**src/rtl/epjm_pkg.sv**
```systemverilog
// ----------------------------------------------------------------------------
// epjm_pkg
// Shared constants for the event period and jitter monitor.
// ----------------------------------------------------------------------------
package epjm_pkg;

    // Default sizes of the timestamp, gap and window sample counter.
    localparam int TIME_BITS_DEF  = 48;
    localparam int GAP_BITS_DEF   = 24;
    localparam int COUNT_BITS_DEF = 16;

    // Fixed field widths.
    localparam int CFG_INDEX_BITS = 2;
    localparam int CFG_DATA_BITS  = 24;
    localparam int PERIOD_BITS    = 24;
    localparam int RATIO_BITS     = 16;
    localparam int COUNTER_BITS   = 32;
    localparam int RATE_BITS      = 32;

    // Function codes carried by an input transaction.
    localparam logic [1:0] FUNC_PUSH  = 2'd0;
    localparam logic [1:0] FUNC_READ  = 2'd1;
    localparam logic [1:0] FUNC_START = 2'd2;
    localparam logic [1:0] FUNC_STOP  = 2'd3;

    // Configuration register indexes.
    localparam logic [CFG_INDEX_BITS-1:0] CFG_CHECK_ENABLE    = 2'd0;
    localparam logic [CFG_INDEX_BITS-1:0] CFG_EXPECTED_PERIOD = 2'd1;
    localparam logic [CFG_INDEX_BITS-1:0] CFG_THRESHOLD_RATIO = 2'd2;

    // Configuration reset values.
    localparam logic [PERIOD_BITS-1:0] EXPECTED_PERIOD_RESET = 24'd100000;
    localparam logic [RATIO_BITS-1:0]  THRESHOLD_RATIO_RESET = 16'd6554;

    // Period check arithmetic: ratios are in units of 1/65536.
    localparam int              RATIO_ONE_BITS = RATIO_BITS + 1;
    localparam logic [RATIO_ONE_BITS-1:0] RATIO_ONE = 17'h10000;
    localparam int              BOUND_BITS     = PERIOD_BITS + RATIO_ONE_BITS;
    localparam int              CLAMP_SHIFT    = 26;
    localparam int              SCALED_BITS    = CLAMP_SHIFT + 1 + RATIO_BITS;

    // Samples per second times 256, with time in microseconds.
    localparam int                         RATE_SCALE_BITS = 28;
    localparam logic [RATE_SCALE_BITS-1:0] RATE_SCALE      = 28'd256000000;

    // Report queue between the front and back parts.
    localparam int QUEUE_DEPTH = 2;

endpackage

```
**src/rtl/epjm_queue.sv**
```systemverilog
// ----------------------------------------------------------------------------
// epjm_queue
// Short report queue with a registered read port.
// ----------------------------------------------------------------------------
module epjm_queue #(
    parameter int WIDTH = 1
) (
    input  logic             clk,
    input  logic             rst_n,
    input  logic             wr_en,
    input  logic [WIDTH-1:0] wr_data,
    output logic             full,
    input  logic             rd_en,
    output logic [WIDTH-1:0] rd_data,
    output logic             empty
);

    localparam int DEPTH = epjm_pkg::QUEUE_DEPTH;
    localparam int PTR_W = (DEPTH > 1) ? $clog2(DEPTH) : 1;
    localparam int CNT_W = $clog2(DEPTH + 1);

    logic [WIDTH-1:0] mem [DEPTH];
    logic [WIDTH-1:0] rd_data_reg;
    logic [PTR_W-1:0] wr_ptr_reg, rd_ptr_reg;
    logic [CNT_W-1:0] count_reg;

    assign full    = (count_reg == CNT_W'(DEPTH));
    assign empty   = (count_reg == '0);
    assign rd_data = rd_data_reg;

    always_ff @(posedge clk)
    begin
        if (wr_en)
            mem[wr_ptr_reg] <= wr_data;
        if (rd_en)
            rd_data_reg <= mem[rd_ptr_reg];
    end

    always_ff @(posedge clk or negedge rst_n)
    begin
        if (!rst_n)
        begin
            wr_ptr_reg <= '0;
            rd_ptr_reg <= '0;
            count_reg  <= '0;
        end
        else
        begin
            if (wr_en)
                wr_ptr_reg <= (wr_ptr_reg == PTR_W'(DEPTH - 1)) ? '0 : wr_ptr_reg + 1'b1;
            if (rd_en)
                rd_ptr_reg <= (rd_ptr_reg == PTR_W'(DEPTH - 1)) ? '0 : rd_ptr_reg + 1'b1;
            if (wr_en && !rd_en)
                count_reg <= count_reg + 1'b1;
            else if (rd_en && !wr_en)
                count_reg <= count_reg - 1'b1;
        end
    end

endmodule

```
**config.mk**
```make
export PLATFORM = sky130hd
export DESIGN_NAME = epjm_queue
export DESIGN_NICKNAME = d
export VERILOG_FILES = /design/src/rtl/epjm_pkg.sv /design/src/rtl/epjm_queue.sv
export SDC_FILE = /design/constraint.sdc
export NUM_CORES = 1
export LEC_CHECK = 0
export BUFFER_PORTS_ARGS = -buffer_cell sky130_fd_sc_hd__buf_4
export CAP_MARGIN = 5
export CORE_AREA = 2 2 39 41
export CTS_BUF_LIST = sky130_fd_sc_hd__clkbuf_4 sky130_fd_sc_hd__clkbuf_8
export DETAILED_ROUTE_END_ITERATION = 6
export DIE_AREA = 0 0 41 43
export PLACE_DENSITY = 0.4
export SETUP_SLACK_MARGIN = 0.05
export SYNTH_ARGS = -nofsm -noshare
export SYNTH_HDL_FRONTEND = slang
export SYNTH_SLANG_ARGS = --single-unit
```
**constraint.sdc**
```tcl
create_clock -name clk -period 1.29 [get_ports clk]
set_clock_uncertainty 0.05 [all_clocks]
set_input_delay 0.1935 -clock clk [delete_from_list [all_inputs] [get_ports clk]]
set_output_delay 0.1935 -clock clk [all_outputs]
set_load 0.01 [all_outputs]
```
==> run_results.csv <==
group,metric,value,unit
timing,setup_viol,0,
worst_setup_path,crit_arrival,960,ps
placed_design,dp_hpwl,371,µm
finish,post-route-util,29.9,%
clock_tree,cts_buffers,3,
drt,drt-pass1-iter-count,1,
run,cap_violations,0,
floorplanning,core_area,1380,µm²
min_path,min_to,"mem[0]$_DFFE_PP_",
drt,via_per_inst,3.65,
worst_setup_path,cp.required,1050,ps
logic_synthesis,avgSynthCellArea,14.5,µm²
worst_setup_path,endpoint_kind,"output pin",
clock_tree,clock_sinks,7,
clock_tree,cts_tree,"built",
timing,finalWorstSetupSlack,88.7,ps
clock_tree,path_clk_slew,50,ps
drt,via_count,179,
power,ir_drop,0.687,mV
worst_setup_path,criticalPathCategory,"reg2out",
drt,drcViolationCount,0,
finish,nFillCells,155,
worst_setup_path,r2r-start,"count_reg[0]$_DFFE_PN0P_",
placed_design,port_buffers,7,
finish,area_growth,42.7,%
worst_setup_path,critPathLaunchType,"flip-flop",
drt,routed_wl,458,µm
grt,globalRoute.totalOverflow,0,
worst_setup_path,crit_slowest_cell,"dfrtp_1",
timing,tightest_slew,125,ps
logic_synthesis,synth_warnings,0,
finish,fin_nets,40,
min_path,hold_start,"wr_data",
worst_setup_path,rr_worst_depth,4,
floorplanning,rows,14,
drt,ant_nets,0,
clock_tree,htree_levels,1,
finish,drive_gt1_share,42.4,%
placed_design,place_ws,221,ps
worst_setup_path,crit_path_max_fanout,3,
timing,hold_violations,0,
floorplanning,floorplan.die_area,1760,µm²
timing,rsz0062_at_grt,"false",
timing,finalSetupTns,0,ps
floorplanning,start_util,21.0,%
timing,drv_slew,0,
finish,multi_input_area,96.3,µm²
power,power,870,µW
clock_tree,cts-root-buf,"clkbuf_4",
outcome,outcome,"finished clean",
floorplanning,fp.dieW,41,µm
placed_design,place.gp.congestion,0.626,
logic_synthesis,yosys_register_bits,7,
finish,seq_area,190,µm²
logic_synthesis,netlist_instances,20,
grt,grt_pass1_vias,191,
finish,instances_no_fill,49,
clock_tree,clk_path_buf_depth,2,
logic_synthesis,synth_nets,26,
timing,maxSlewHeadroom,91.6,%
timing,hold_slack,84.8,ps
floorplanning,die_y,43,µm
worst_setup_path,r2r_slack,230,ps
finish,stdcell_area,414,µm²
power,powerDensity,2100,nW/µm²
worst_setup_path,crit_chain,"and2b_2 > buf_6",
finish,mostFrequentLayoutCells,"buf_4, xor2_1, clkbuf_4, dfrtp_1, edfxtp_1",
worst_setup_path,cp_slowest_stage_delay,400,ps
placed_design,dpl_cell_area,363,µm²
worst_setup_path,r2r_end,"count_reg[1]$_DFFE_PN0P_",
min_path,hold_path.class,"in2reg",
timing,min_period_over_period,93.1,%
power,p_leak,0.189,nW
timing,fin_crit,1200,ps
clock_tree,insertion_delay,240,ps
timing,fmax,832,MHz
grt,grt_use_total,6.99,%
logic_synthesis,netlist_area,290,µm²
grt,grt_max_degree,5,
finish,antennaDiodeCount,0,
finish,final_common_cell,"buf_4",
logic_synthesis,seq_area_frac_synth,65.5,%
logic_synthesis,ys_types,11,
floorplanning,num_io_pins,8,
drt,wl_per_cell,9.35,µm
grt,antenna_found_initial,0,
drt,drt-initial-drc-count,0,
min_path,holdPathStages,1,
placed_design,dp_cells,43,
grt,grt_pass1_wl,738,µm
## worst max-delay path by stage
stage                                   from                        to  slack [ps]
detailed placement                     rd_en  count_reg[1]$_DFFE_PN0P_         220
CTS                 count_reg[1]$_DFFE_PN0P_                      full          70
floorplan             rd_ptr_reg$_DFFE_PN0P_         rd_data$_DFFE_PP_         320
global placement                       rd_en  count_reg[1]$_DFFE_PN0P_         230
global route        count_reg[1]$_DFFE_PN0P_                      full          50
finish              count_reg[1]$_DFFE_PN0P_                      full          90
## cell usage after synthesis, drive strengths merged
library cell	n	area, µm²
xnor2	1	8.76
xor2	4	35.0
and2	1	6.26
nor2b	1	6.26
ha	1	12.5
edfxtp	3	90.1
dfrtp	4	100
inv	1	3.75
mux2	1	11.3
nor2	2	7.51
and2b	1	8.76
## power breakdown
group	total [mW]	internal, mW	switching [mW]
registers	0.381	0.326	0.0549
logic	0.276	0.171	0.105
clock network	0.214	0.139	0.0749
total	0.870	0.635	0.235
## cell type report
type | count | share of cell area [%]
timing repair buffer | 9 | 17.8
clock buffer | 4 | 7.25
multi-input combinational | 12 | 23.3
tap | 16 | 4.83
inverter | 1 | 0.906
sequential | 7 | 45.9
## critical path, delay by kind of cell, from the launching register on
| kind | cells | cell delay [ps] |
|---|---|---|
| buffers and inverters | 1 | 110 |
| DFF | 1 | 400 |
| and+or+nand+nor | 1 | 210 |
## logic make-up after synthesis
kind of cell | Yosys count | synth area share, %
XOR/XNOR | 5 | 15.1
adder cells (fa/ha/maj) | 1 | 4.31
buffers and inverters | 1 | 1.29
flip-flops | 7 | 65.5
multiplexers | 1 | 3.88
AND/OR/NAND/NOR | 5 | 9.92
## metal layers
metal  part of all wire [%]  GRT usage [%]
met1                     41           7.28
met2                     48           9.06
met3                    8.5           3.14
met4                    1.7           8.00
met5                      0              0
## timing repair
| action | in CTS | in global routing |
|---|---|---|
| hold buffers | 1 | 0 |
| resized for setup | 0 | 1 |
| hold endpoints to repair | 4 | 0 |
| pin swaps | 0 | 0 |
| endpoints found under the setup margin | 1 | 1 |
| buffers inserted | 1 | 0 |
| gates cloned | 0 | 0 |
Power figures use the tool's default switching activity.
