## config.mk

```make
export PLATFORM = sky130hd
export DESIGN_NAME = epjm_front
export DESIGN_NICKNAME = d
export VERILOG_FILES = /design/src/rtl/epjm_pkg.sv /design/src/rtl/epjm_front.sv
export SDC_FILE = /design/constraint.sdc
export NUM_CORES = 1
export LEC_CHECK = 0
export BUFFER_PORTS_ARGS = -buffer_cell sky130_fd_sc_hd__buf_2
export CAP_MARGIN = 20
export CELL_PAD_IN_SITES_DETAIL_PLACEMENT = 1
export CELL_PAD_IN_SITES_GLOBAL_PLACEMENT = 1
export CORE_UTILIZATION = 19
export CTS_CLUSTER_DIAMETER = 80
export DETAILED_ROUTE_END_ITERATION = 6
export HOLD_SLACK_MARGIN = 0.12
export PLACE_DENSITY = 0.82
export SLEW_MARGIN = 20
export SYNTH_ARGS = -nofsm -noshare
export SYNTH_HDL_FRONTEND = slang
export SYNTH_SLANG_ARGS = --single-unit
export TNS_END_PERCENT = 10
```

## constraint.sdc

```tcl
create_clock -name clk -period 3.6 [get_ports clk]
set_input_delay 0.36 -clock clk [delete_from_list [all_inputs] [get_ports clk]]
set_output_delay 0.36 -clock clk [all_outputs]
set_load 0.005 [all_outputs]
```

## src/rtl/epjm_pkg.sv

```systemverilog
// ----------------------------------------------------------------------------
// epjm_pkg
// Shared constants for the event period and jitter monitor.
// ----------------------------------------------------------------------------
package epjm_pkg;

    // Default sizes of the timestamp, gap and window sample counter.
    localparam int TIME_BITS_DEF  = 48;
    localparam int GAP_BITS_DEF   = 24;
    localparam int COUNT_BITS_DEF = 16;

    // Fixed field widths.
    localparam int CFG_INDEX_BITS = 2;
    localparam int CFG_DATA_BITS  = 24;
    localparam int PERIOD_BITS    = 24;
    localparam int RATIO_BITS     = 16;
    localparam int COUNTER_BITS   = 32;
    localparam int RATE_BITS      = 32;

    // Function codes carried by an input transaction.
    localparam logic [1:0] FUNC_PUSH  = 2'd0;
    localparam logic [1:0] FUNC_READ  = 2'd1;
    localparam logic [1:0] FUNC_START = 2'd2;
    localparam logic [1:0] FUNC_STOP  = 2'd3;

    // Configuration register indexes.
    localparam logic [CFG_INDEX_BITS-1:0] CFG_CHECK_ENABLE    = 2'd0;
    localparam logic [CFG_INDEX_BITS-1:0] CFG_EXPECTED_PERIOD = 2'd1;
    localparam logic [CFG_INDEX_BITS-1:0] CFG_THRESHOLD_RATIO = 2'd2;

    // Configuration reset values.
    localparam logic [PERIOD_BITS-1:0] EXPECTED_PERIOD_RESET = 24'd100000;
    localparam logic [RATIO_BITS-1:0]  THRESHOLD_RATIO_RESET = 16'd6554;

    // Period check arithmetic: ratios are in units of 1/65536.
    localparam int              RATIO_ONE_BITS = RATIO_BITS + 1;
    localparam logic [RATIO_ONE_BITS-1:0] RATIO_ONE = 17'h10000;
    localparam int              BOUND_BITS     = PERIOD_BITS + RATIO_ONE_BITS;
    localparam int              CLAMP_SHIFT    = 26;
    localparam int              SCALED_BITS    = CLAMP_SHIFT + 1 + RATIO_BITS;

    // Samples per second times 256, with time in microseconds.
    localparam int                         RATE_SCALE_BITS = 28;
    localparam logic [RATE_SCALE_BITS-1:0] RATE_SCALE      = 28'd256000000;

    // Report queue between the front and back parts.
    localparam int QUEUE_DEPTH = 2;

endpackage

```

## src/rtl/epjm_front.sv

```systemverilog
// ----------------------------------------------------------------------------
// epjm_front
// Accepts transactions, keeps the window statistics and cumulative counters,
// and queues a snapshot of the window for every report.
// ----------------------------------------------------------------------------
module epjm_front #(
    parameter int TIME_BITS  = epjm_pkg::TIME_BITS_DEF,
    parameter int GAP_BITS   = epjm_pkg::GAP_BITS_DEF,
    parameter int COUNT_BITS = epjm_pkg::COUNT_BITS_DEF,
    parameter int SNAP_W     = 1
) (
    input  logic                                clk,
    input  logic                                rst_n,
    input  logic                                cfg_write,
    input  logic [epjm_pkg::CFG_INDEX_BITS-1:0] cfg_index,
    input  logic [epjm_pkg::CFG_DATA_BITS-1:0]  cfg_data,
    input  logic                                push,
    output logic                                full,
    input  logic [1:0]                          func,
    input  logic [TIME_BITS-1:0]                time_us,
    output logic                                q_push,
    output logic [SNAP_W-1:0]                   q_data,
    input  logic                                q_full
);

    localparam int SUM_W = GAP_BITS + COUNT_BITS;
    localparam int SQ_W  = 2 * GAP_BITS + COUNT_BITS;
    localparam int CS    = epjm_pkg::CLAMP_SHIFT;
    localparam logic [TIME_BITS-1:0] CLAMP_LIMIT = TIME_BITS'(1) << CS;

    typedef enum logic [4:0] {
        F_IDLE   = 5'b00001,
        F_EXEC   = 5'b00010,
        F_GAP    = 5'b00100,
        F_SQUARE = 5'b01000,
        F_ACCUM  = 5'b10000
    } front_state_t;

    front_state_t state_reg, state_next;

    logic                                   check_enable_reg;
    logic [epjm_pkg::PERIOD_BITS-1:0]       period_reg;
    logic [epjm_pkg::RATIO_BITS-1:0]        ratio_reg;
    logic [epjm_pkg::BOUND_BITS-1:0]        upper_reg, lower_reg;

    logic [1:0]                 func_reg;
    logic [TIME_BITS-1:0]       time_reg;
    logic                       running_reg, have_prev_reg;
    logic [TIME_BITS-1:0]       prev_stamp_reg, read_stamp_reg;
    logic [COUNT_BITS-1:0]      samples_reg;
    logic [GAP_BITS-1:0]        gap_min_reg, gap_max_reg;
    logic [SUM_W-1:0]           gap_sum_reg;
    logic [SQ_W-1:0]            gap_sq_sum_reg;
    logic [epjm_pkg::COUNTER_BITS-1:0] checks_reg, violations_reg;
    logic [TIME_BITS-1:0]       gap_reg;
    logic [GAP_BITS-1:0]        g_reg;
    logic [2*GAP_BITS-1:0]      square_reg;

    logic                                accept;
    logic [GAP_BITS-1:0]                 g_sat;
    logic [CS:0]                         clamped;
    logic [epjm_pkg::SCALED_BITS-1:0]    scaled;
    logic                                violation;
    logic [TIME_BITS-1:0]                duration;

    always_comb
    begin
        full     = (state_reg != F_IDLE) || q_full;
        accept   = push && !full;
        g_sat    = (|gap_reg[TIME_BITS-1:GAP_BITS]) ? '1 : gap_reg[GAP_BITS-1:0];
        clamped  = (gap_reg > CLAMP_LIMIT) ? CLAMP_LIMIT[CS:0] : gap_reg[CS:0];
        scaled   = {clamped, {epjm_pkg::RATIO_BITS{1'b0}}};
        violation = (scaled > epjm_pkg::SCALED_BITS'(upper_reg))
                 || (scaled < epjm_pkg::SCALED_BITS'(lower_reg));
        duration = time_reg - read_stamp_reg;
        q_push   = (state_reg == F_EXEC) && (func_reg == epjm_pkg::FUNC_READ)
                && running_reg;
        q_data   = {samples_reg, duration, gap_max_reg, gap_min_reg,
                    gap_sum_reg, gap_sq_sum_reg, violations_reg, checks_reg};
    end

    always_comb
    begin
        state_next = state_reg;
        case (state_reg)
            F_IDLE:   if (accept) state_next = F_EXEC;
            F_EXEC:   state_next = ((func_reg == epjm_pkg::FUNC_PUSH) && have_prev_reg)
                                 ? F_GAP : F_IDLE;
            F_GAP:    state_next = F_SQUARE;
            F_SQUARE: state_next = F_ACCUM;
            F_ACCUM:  state_next = F_IDLE;
            default:  state_next = F_IDLE;
        endcase
    end

    // Bounds follow the configuration in the next cycle.
    always_ff @(posedge clk)
    begin
        upper_reg  <= epjm_pkg::BOUND_BITS'(period_reg)
                    * epjm_pkg::BOUND_BITS'(epjm_pkg::RATIO_ONE
                    + epjm_pkg::RATIO_ONE_BITS'(ratio_reg));
        lower_reg  <= epjm_pkg::BOUND_BITS'(period_reg)
                    * epjm_pkg::BOUND_BITS'(epjm_pkg::RATIO_ONE
                    - epjm_pkg::RATIO_ONE_BITS'(ratio_reg));
        square_reg <= (2*GAP_BITS)'(g_reg) * (2*GAP_BITS)'(g_reg);
        if (accept)
        begin
            func_reg <= func;
            time_reg <= time_us;
        end
        if (state_reg == F_EXEC)
            gap_reg <= time_reg - prev_stamp_reg;
        if (state_reg == F_GAP)
            g_reg <= g_sat;
    end

    always_ff @(posedge clk or negedge rst_n)
    begin
        if (!rst_n)
        begin
            state_reg        <= F_IDLE;
            check_enable_reg <= 1'b0;
            period_reg       <= epjm_pkg::EXPECTED_PERIOD_RESET;
            ratio_reg        <= epjm_pkg::THRESHOLD_RATIO_RESET;
            running_reg      <= 1'b0;
            have_prev_reg    <= 1'b0;
            prev_stamp_reg   <= '0;
            read_stamp_reg   <= '0;
            samples_reg      <= '0;
            gap_min_reg      <= '1;
            gap_max_reg      <= '0;
            gap_sum_reg      <= '0;
            gap_sq_sum_reg   <= '0;
            checks_reg       <= '0;
            violations_reg   <= '0;
        end
        else
        begin
            state_reg <= state_next;
            if (cfg_write)
            begin
                case (cfg_index)
                    epjm_pkg::CFG_CHECK_ENABLE:    check_enable_reg <= cfg_data[0];
                    epjm_pkg::CFG_EXPECTED_PERIOD:
                        period_reg <= cfg_data[epjm_pkg::PERIOD_BITS-1:0];
                    epjm_pkg::CFG_THRESHOLD_RATIO:
                        ratio_reg <= cfg_data[epjm_pkg::RATIO_BITS-1:0];
                    default: ;
                endcase
            end
            case (state_reg)
                F_EXEC:
                begin
                    case (func_reg)
                        epjm_pkg::FUNC_PUSH:
                        begin
                            prev_stamp_reg <= time_reg;
                            have_prev_reg  <= 1'b1;
                            if (!have_prev_reg && (samples_reg != '1))
                                samples_reg <= samples_reg + 1'b1;
                        end
                        epjm_pkg::FUNC_READ, epjm_pkg::FUNC_START:
                        begin
                            if (running_reg || (func_reg == epjm_pkg::FUNC_START))
                            begin
                                read_stamp_reg <= time_reg;
                                samples_reg    <= '0;
                                have_prev_reg  <= 1'b0;
                                gap_min_reg    <= '1;
                                gap_max_reg    <= '0;
                                gap_sum_reg    <= '0;
                                gap_sq_sum_reg <= '0;
                            end
                            if (func_reg == epjm_pkg::FUNC_START)
                                running_reg <= 1'b1;
                        end
                        epjm_pkg::FUNC_STOP: running_reg <= 1'b0;
                        default: ;
                    endcase
                end
                F_GAP:
                begin
                    if (check_enable_reg)
                    begin
                        checks_reg <= checks_reg + 1'b1;
                        if (violation)
                            violations_reg <= violations_reg + 1'b1;
                    end
                end
                F_ACCUM:
                begin
                    // A full window keeps its statistics frozen.
                    if (samples_reg != '1)
                    begin
                        if (g_reg < gap_min_reg) gap_min_reg <= g_reg;
                        if (g_reg > gap_max_reg) gap_max_reg <= g_reg;
                        gap_sum_reg    <= gap_sum_reg + SUM_W'(g_reg);
                        gap_sq_sum_reg <= gap_sq_sum_reg + SQ_W'(square_reg);
                        samples_reg    <= samples_reg + 1'b1;
                    end
                end
                default: ;
            endcase
        end
    end

endmodule

```

==> impl_metrics.env <==
export IMPL_outcome="finished with violations"
export IMPL_failed_checks="DRC"
export IMPL_largest_reg_flops=5
export IMPL_syn_area_per_cell_sq_um=11.7
export IMPL_multi_input_area_sq_um=274
export IMPL_die_w_um=56.9
export IMPL_grt_util_all_layers=0.0793
export IMPL_grt_antenna_before_repair=0
export IMPL_drive_gt1_frac=0.318
export IMPL_whs_ns=0.276
export IMPL_yosys_warnings=0
export IMPL_async_flop_share=0.818
export IMPL_cp_end_kind="primary output"
export IMPL_drt_iter0_markers=6
export IMPL_leakage_nw=0.336
export IMPL_setup_viol=0
export IMPL_ant_nets=0
export IMPL_clkLatencyLatePin_ns=0.26
export IMPL_ys_top_cells_by_area="dfrtp_1, edfxtp_1, ha_1"
export IMPL_skew_ns=0.000706
export IMPL_cts_max_path_buffers=2
export IMPL_required_ns=3.24
export IMPL_synth_seq_area_share=0.501
export IMPL_syn_to_final_growth_pct=23.6
export IMPL_vdd_ir_drop_worst_mv=0.154
export IMPL_drv_slew=0
export IMPL_wire_per_inst_um=12.1
export IMPL_cts_num_sinks=11
export IMPL_grt_pass1_vias=446
export IMPL_yosysMostFrequentCell="dfrtp_1"
export IMPL_hp_class="in -> reg"
export IMPL_post_route_period_util=0.537
export IMPL_fillerInstances=328
export IMPL_syn_inst=49
export IMPL_h_tree_depth=1
export IMPL_routed_via_density=4.53
export IMPL_fin_area_sq_um=707
export IMPL_dieArea_sq_um=3230
export IMPL_intPower_w=0.000223
export IMPL_worstPathArrival_ns=1.57
export IMPL_antenna_cells=0
export IMPL_fin_crit_ns=1.93
export IMPL_grt_pass1_wl_mm=1.94
export IMPL_finalHoldViolations=0
export IMPL_syn_area_sq_um=572
export IMPL_cts_root_buf="clkbuf_4"
export IMPL_crit_path_top_delay_cell="dfrtp_1"
export IMPL_critPathMaxFanout=5
export IMPL_numCtsBuffers=3
export IMPL_core_area_sq_um=2810
export IMPL_detail_route_first_pass_iterations=6
export IMPL_synth_top_cell_by_area="dfrtp_1"
export IMPL_cpPeakStageDelay_ns=0.45
export IMPL_seq_power_share=0.511
export IMPL_cp_start_kind="register"
export IMPL_synth_edff_count=2
export IMPL_fin_setup_tns_ns=0
export IMPL_drv_cap=0
export IMPL_placed_cell_area_sq_um=671
export IMPL_tightest_slew_ns=0.241
export IMPL_timing_fmax_mhz=518
export IMPL_synth_seq_cells=11
export IMPL_post_route_drc_count=2
export IMPL_p_sw_w=0.0000944
export IMPL_clock_power_share=0.262
export IMPL_start_util=0.204
export IMPL_grt_setup_unrepaired="false"
export IMPL_die_h_um=56.9
export IMPL_synth_top_cell_area_share=0.350
export IMPL_num_rows=19
export IMPL_routed_wl_mm=1.18
export IMPL_ys_types=29
export IMPL_ys_flop_type="dfrtp_1"
export IMPL_regArea_sq_um=287
export IMPL_nets=152
export IMPL_hpwl_um=943
export IMPL_ios=84
export IMPL_io_buffers=12
export IMPL_place_gp_congestion=0.657
export IMPL_dr_total_vias=439
export IMPL_crit_type="reg -> out"
export IMPL_maxSlewHeadroom=0.838
export IMPL_cts_tree="done"
export IMPL_comb_power_share=0.227
export IMPL_yosys_top_cells_count="dfrtp_1, ha_1, nor2_1"
export IMPL_grt_start_max_net_pins=10
export IMPL_worstPathCellList="nor3_4 > nand3b_1 > or2_1 > buf_2"
export IMPL_grt_overflow_total=0
export IMPL_cts_reportedPaths_clkPinSlew_ns=0.07
export IMPL_switching_share=0.297
export IMPL_syn_num_nets=134
export IMPL_p_per_area_nw_per_um2=450
-- power by group through the flow --
stage / clock, W / combinational, W / sequential [W]
global placement: 0 / 0.0000659 / 0.000162
global route: 0.0000961 / 0.0000821 / 0.000165
CTS: 0.0000841 / 0.0000728 / 0.000163
detailed placement: 0 / 0.0000706 / 0.000165
floorplan: 0 / 0.0000495 / 0.000159
finish: 0.0000833 / 0.0000722 / 0.000162
-- layout make-up --
type	instances	area share
clock buffers	4	0.0372
inverters	3	0.0159
multi-input cells	35	0.388
flip-flops and latches	11	0.405
well taps	31	0.0549
repair buffers	13	0.0991
-- worst paths after layout --
kind	start	end	slack [ns]	cells after the start
worst max-delay path	state_reg[3]$_DFFE_PN0P_	full	1.67	4
worst min-delay path	func[0]	func_reg[0]$_DFFE_PP_	0.28	1
worst max register to register	state_reg[3]$_DFFE_PN0P_	func_reg[0]$_DFFE_PP_	2.13	3
worst min register to register	checks_reg[0]$_DFFE_PN0P_	checks_reg[0]$_DFFE_PN0P_	0.47	1
max in group asynchronous	rst_n	state_reg[0]$_DFFE_PN1P_	2.87	2
min in group asynchronous	rst_n	checks_reg[0]$_DFFE_PN0P_	0.48	2
-- worst max-delay path, delay by kind of cell, from the launching register on --
family	cells	cell delay (ns)
flops	1	0.45
simple gates	3	0.74
buf+inv	1	0.13
-- logic make-up after synthesis --
family | after synthesis | share of synthesized area
simple gates | 21 | 0.247
xor+xnor | 2 | 0.0306
compound gates | 7 | 0.0941
mux | 1 | 0.0197
fa+ha+maj | 4 | 0.0875
buf+inv | 3 | 0.0197
flops | 11 | 0.501
-- through the flow --
step           power (W)  instances   util  setup slack (ns)
2_1_floorplan   0.000209         49      -              2.22
3_3_place_gp    0.000228         92  0.239              2.04
3_5_place_dp    0.000235         92  0.239              1.95
4_1_cts         0.000319         97  0.252              1.65
5_1_grt         0.000343         97  0.252              1.54
6_report        0.000318         97  0.252              1.67
-- placed cells by master (no fill, tap or decap), drive strengths merged --
cell type    netlist  layout
nor2b              4       4
a221o              1       1
inv                3       3
and2               1       1
o21ai              1       1
ha                 4       4
xor2               1       1
edfxtp             2       2
mux2               1       1
buf                0      12
o211a              1       1
nor2               4       4
nand2              1       1
and4               1       1
nand3b             1       1
nand3              1       1
and3               3       3
nor3               1       1
dlygate4sd3        0       1
a31oi              1       1
xnor2              1       1
o22ai              1       1
or2                1       1
o21a               1       1
dfrtp              8       8
nand4              1       1
dfstp              1       1
and3b              2       2
clkbuf             0       4
a221oi             1       1
-- per-layer routing --
metal,track usage,part of all wire,vias up
met5,0,0,-
met4,0.0314,0.0068,0
met3,0.0253,0.045,2
met2,0.148,0.55,15
met1,0.0812,0.40,212
li1,-,-,210
-- repair_timing --
| action | in CTS | in global routing |
|---|---|---|
| hold buffers | 1 | 0 |
| setup buffers | 0 | 0 |
| gates resized for setup | 0 | 0 |
| endpoints found under the hold margin | 8 | 0 |
Power figures use the tool's default switching activity.
